==> src/design/bicl_div.sv <==
`timescale 1ns / 1ps
module bicl_div #(
  parameter int NUM_W = 32,
  parameter int DEN_W = 8,
  parameter int PAY_W = 8
) (
  input  logic             clk,
  input  logic             rst,
  input  logic             en,
  input  logic             in_valid,
  input  logic [NUM_W-1:0] num,
  input  logic [DEN_W-1:0] den,
  input  logic [PAY_W-1:0] pay,
  output logic             out_valid,
  output logic [NUM_W-1:0] quo,
  output logic [DEN_W-1:0] rem,
  output logic [PAY_W-1:0] pay_out
);

  logic             v_q   [NUM_W];
  logic [NUM_W-1:0] nq_q  [NUM_W];
  logic [DEN_W-1:0] rem_q [NUM_W];
  logic [DEN_W-1:0] den_q [NUM_W];
  logic [PAY_W-1:0] pay_q [NUM_W];

  genvar k;
  for (k = 0; k < NUM_W; k++) begin : g_stage
    logic             v_in;
    logic [NUM_W-1:0] nq_in;
    logic [DEN_W-1:0] rem_in;
    logic [DEN_W-1:0] den_in;
    logic [PAY_W-1:0] pay_in;
    logic [DEN_W:0]   trial;
    logic             ge;

    if (k == 0) begin : g_first
      assign v_in   = in_valid;
      assign nq_in  = num;
      assign rem_in = '0;
      assign den_in = den;
      assign pay_in = pay;
    end else begin : g_next
      assign v_in   = v_q[k-1];
      assign nq_in  = nq_q[k-1];
      assign rem_in = rem_q[k-1];
      assign den_in = den_q[k-1];
      assign pay_in = pay_q[k-1];
    end

    assign trial = {rem_in, nq_in[NUM_W-1]};
    assign ge    = trial >= {1'b0, den_in};

    always_ff @(posedge clk) begin
      if (rst) begin
        v_q[k] <= 1'b0;
      end else if (en) begin
        v_q[k] <= v_in;
      end
    end

    always_ff @(posedge clk) begin
      if (en) begin
        nq_q[k]  <= {nq_in[NUM_W-2:0], ge};
        rem_q[k] <= ge ? DEN_W'(trial - {1'b0, den_in}) : trial[DEN_W-1:0];
        den_q[k] <= den_in;
        pay_q[k] <= pay_in;
      end
    end
  end

  assign out_valid = v_q[NUM_W-1];
  assign quo       = nq_q[NUM_W-1];
  assign rem       = rem_q[NUM_W-1];
  assign pay_out   = pay_q[NUM_W-1];

endmodule

==> config.mk <==
export PLATFORM = sky130hd
export DESIGN_NAME = bicl_div
export DESIGN_NICKNAME = d
export VERILOG_FILES = /design/src/design/bicl_div.sv
export SDC_FILE = /design/constraint.sdc
export NUM_CORES = 2
export LEC_CHECK = 0
export CAP_MARGIN = 20
export CORE_ASPECT_RATIO = 0.9
export CORE_UTILIZATION = 45
export CTS_CLUSTER_SIZE = 14
export DETAILED_ROUTE_END_ITERATION = 10
export DONT_BUFFER_PORTS = 1
export GPL_TIMING_DRIVEN = 0
export MAX_ROUTING_LAYER = met4
export PLACE_DENSITY = 0.66
export SYNTH_ARGS = -nofsm -noshare
export SYNTH_HDL_FRONTEND = slang
export SYNTH_SLANG_ARGS = --single-unit
export TNS_END_PERCENT = 1
==> constraint.sdc <==
create_clock -name clk -period 7.1 [get_ports clk]
set_input_delay 0.355 -clock clk [delete_from_list [all_inputs] [get_ports clk]]
set_output_delay 0.355 -clock clk [all_outputs]
set_load 0.1 [all_outputs]
==> impl_summary.txt <==
----------------------------------------------------
[Drt]
  Number of vias in the routed layout ... slightly above 30000
  ANT nets after route ... 0
  DRC Markers ... 0
  Final WL ... approximately 92 mm
  Pre-antenna DRT Iters ... 6
  Routed length per placed instance ... 14.8 µm
  Drt via density ... ~5.0
  Violation count after the first detailed-routing iteration ... a little over 2000

[Cells and area]
  Top library cells by usage in the layout, fill and taps aside ... 1816 x sky130_fd_sc_hd__edfxtp_1, 334 x sky130_fd_sc_hd__inv_1, 250 x sky130_fd_sc_hd__ha_1
  Multi-input gate area ... between 10000 and 15000 µm²
  Fill cell instance count of the final layout ... 12100
  Layout cells sized above 1 ... around a tenth
  End-of-flow core utilization ... between 50% and 60%
  Most frequent standard cell in the layout excluding fill and tap cells ... sky130_fd_sc_hd__edfxtp_1
  NumNets Final ... ~4400
  Total inserted antenna cells ... 0
  Layout-stage area growth over the synthesis result ... 13.1%
  Combined flip-flop and latch cell area ... around 55000 µm²
  Final instance count without filler cells ... roughly 6200

[GRT]
  GRT overflow ... 0
  Vias in the first global route ... between 30000 and 40000
  Gr usage total ... between 10% and 20%
  Initial antenna violation count ... 0
  Pin count of the biggest net entering global routing ... 364
  Wire length of the first global-routing pass ... 151 mm

[Worst setup path]
  Highest-delay cell along the critical path ... sky130_fd_sc_hd__or2_2
  Cell repeated most along the worst path ... sky130_fd_sc_hd__buf_16
  Top delay family on crit path ... buffers and inverters
  Crit path launch type ... input port
  CP Max Fanout ... a little over 200
  Crit path arrival time ... around 3.8 ns
  Category of the critical setup timing path ... input port to flop
  Slowest stage delay, CP ... approximately 0.75 ns
  Endpoint class of the critical path ... flop
  Data required time of the critical path ... ~7.5 ns
  Critical path cell sequence ... buf_16 > buf_16 > buf_16 > buf_16 > or2_2
  Combined buffer and inverter count along the critical path ... 4

[Place]
  Port buffer count ... 0
  RD Place Congestion ... roughly 0.86
  Placed Cells incl. Taps ... slightly below 6000
  Dpl hpwl ... between 50 and 60 mm

[Pwr]
  Largest voltage drop on the vdd net ... 0.207 mV
  Power Density ... 376 nW/µm²
  LEAKAGE ... between 20 and 30 nW

[STA]
  Actual slew at the worst max-slew pin ... roughly 1.3 ns
  Hold Violations, Final ... 0
  Worst clock skew ... ~0.023 ns
  Final-report setup violation count ... 0
  Pins Over Slew Limit ... 0
  Setup TNS ... 0 ns
  Worst slew margin ... around 14%
  Upper clock frequency limit ... roughly 290 MHz
  Unrepaired setup endpoints after global routing ... no
  Final worst path period need ... around 3.4 ns
  Final cycle utilization of the critical path ... between 40% and 50%

[Logic synthesis]
  Number of flip-flops and latches in the synthesized netlist ... 1816
  Avg Synthesized Cell Area ... about 18 µm²
  Post-synthesis instance area ... ~69000 µm²
  Number of instances in the synthesized netlist ... ~3800
  Synth Warn # ... 0
  FFs w/ async S/R, synth ... 0%
  Total nets after synthesis ... between 4000 and 5000
  Register area share after synthesis ... 78.8%
  Number of enable flip-flop cells after synthesis ... approximately 1800
  Post-synth cell types ... 55
  Top flip-flop cell by instance count after synthesis ... sky130_fd_sc_hd__edfxtp_1

[CTS]
  Source-to-sink clock delay at the later pin of the worst-skew pair ... between 0.7 and 0.8 ns
  Cell at the root of the clock tree ... sky130_fd_sc_hd__clkbuf_16
  TritonCTS clock tree ... built
  Bufs on Longest Clock Path ... 3
  Clock transition time at the flip-flop clock pins of the worst setup and hold paths ... around 0.05 ns
  TritonCTS Buffers ... about 180
  Post-CTS setup buffers ... 0
  Maximum level of the CTS H-tree ... 4
  # clock sinks ... around 1800

[Job]
  MaxCap Viol Count ... 0

[Die]
  Chip width ... 415 µm
  Row cnt ... about 140
  Number of top-level pins ... around 100
  Height of the die ... 374 µm
  Core box area ... between 150000 and 200000 µm²
  Die Outline Area ... 155000 µm²
  Initial core utilization ... between 40% and 50%

[Worst hold path]
  Hold Path Class ... input port to flop

[Status]
  Run status ... finished, final reports clean

----------------------------------------------------
## kinds of logic after synthesis
| family | count (synthesis) | share of synthesized area, % |
|---|---|---|
| muxes | 208 | 3.25 |
| AOI/OAI and AO/OA | 550 | 5.31 |
| buffers and inverters | 358 | 1.94 |
| xor gates and xnor gates | 109 | 1.38 |
| and+or+nand+nor | 506 | 3.88 |
| adders and majority gates | 281 | 5.42 |
| DFF | 1816 | 78.8 |
## area by class of cell
cell class | instances | share of cell area [%]
Sequential cell | 1816 | 69.7
Multi-Input combinational cell | 1654 | 17.0
Clock buffer | 225 | 6.11
Tap cell | 2001 | 3.20
Inverter | 334 | 1.60
Clock inverter | 102 | 1.21
Timing Repair Buffer | 61 | 1.03
Buffer | 24 | 0.115
## stage by stage
stage / hold WS, ns / power, mW / setup WS, ns / area [µm²]
2_1_floorplan: 0.400 / 18.9 / 4.70 / 69200
6_report: 0.0373 / 29.4 / 3.70 / 78200
3_5_place_dp: 0.405 / 20.4 / 2.63 / 71900
4_1_cts: 0.0158 / 29.8 / 3.45 / 78100
5_1_grt: 0.0338 / 30.9 / 3.57 / 78200
3_3_place_gp: 0.400 / 19.9 / 4.38 / 71700
## state kept, by name, indices dropped and copies added (netlist names)
name / cells
nq_q: 1024
den_q: 248
rem_q: 256
v_q: 32
pay_q: 256
## repair_timing
action | 4_1_cts | 5_1_grt
endpoints found under the hold margin | 165 | 0
hold buffers | 51 | 0
resized for setup | 0 | 0
## synthesized netlist by cell type (57+ instances only)
| master | count | area share (%) |
|---|---|---|
| sky130_fd_sc_hd__nand2_1 | 89 | 0.48 |
| sky130_fd_sc_hd__inv_1 | 334 | 1.8 |
| sky130_fd_sc_hd__edfxtp_1 | 1816 | 79 |
| sky130_fd_sc_hd__ha_1 | 250 | 4.5 |
| sky130_fd_sc_hd__xnor2_1 | 73 | 0.92 |
| sky130_fd_sc_hd__mux2_2 | 134 | 2.2 |
| sky130_fd_sc_hd__nor2_1 | 115 | 0.62 |
| sky130_fd_sc_hd__mux2i_1 | 74 | 1.1 |
| sky130_fd_sc_hd__nor2b_1 | 57 | 0.52 |
| sky130_fd_sc_hd__nand2b_1 | 59 | 0.53 |
| sky130_fd_sc_hd__a21oi_1 | 120 | 0.87 |
| sky130_fd_sc_hd__o21ai_0 | 147 | 1.1 |
## where the power goes
group	internal [mW]	switching, mW
Clock	5.23	3.93
Sequential	13.6	0.795
Combinational	2.79	3.05
Total	21.6	7.78
## path summary, 6_finish.rpt
kind	slack, ns	startpoint	cells past startpoint	to
worst max-delay path	3.70	en	5	v_q[0][1]
worst min-delay path	0.04	en	1	nq_q[0][14]
worst max register to register	4.29	den_q[2][25]	7	rem_q[6][2]
worst min register to register	0.40	nq_q[2][40]	0	nq_q[3][9]
## layer usage
metal  part of all wire, %  vias up  GRT usage [%]
li1                      -    15100              -
met1                    47    15100           15.6
met2                    46      471           18.5
met3                   4.1      222           2.86
met4                   2.9        0           4.72
met5                     0        -              -
(Power assumes the default switching activity.)
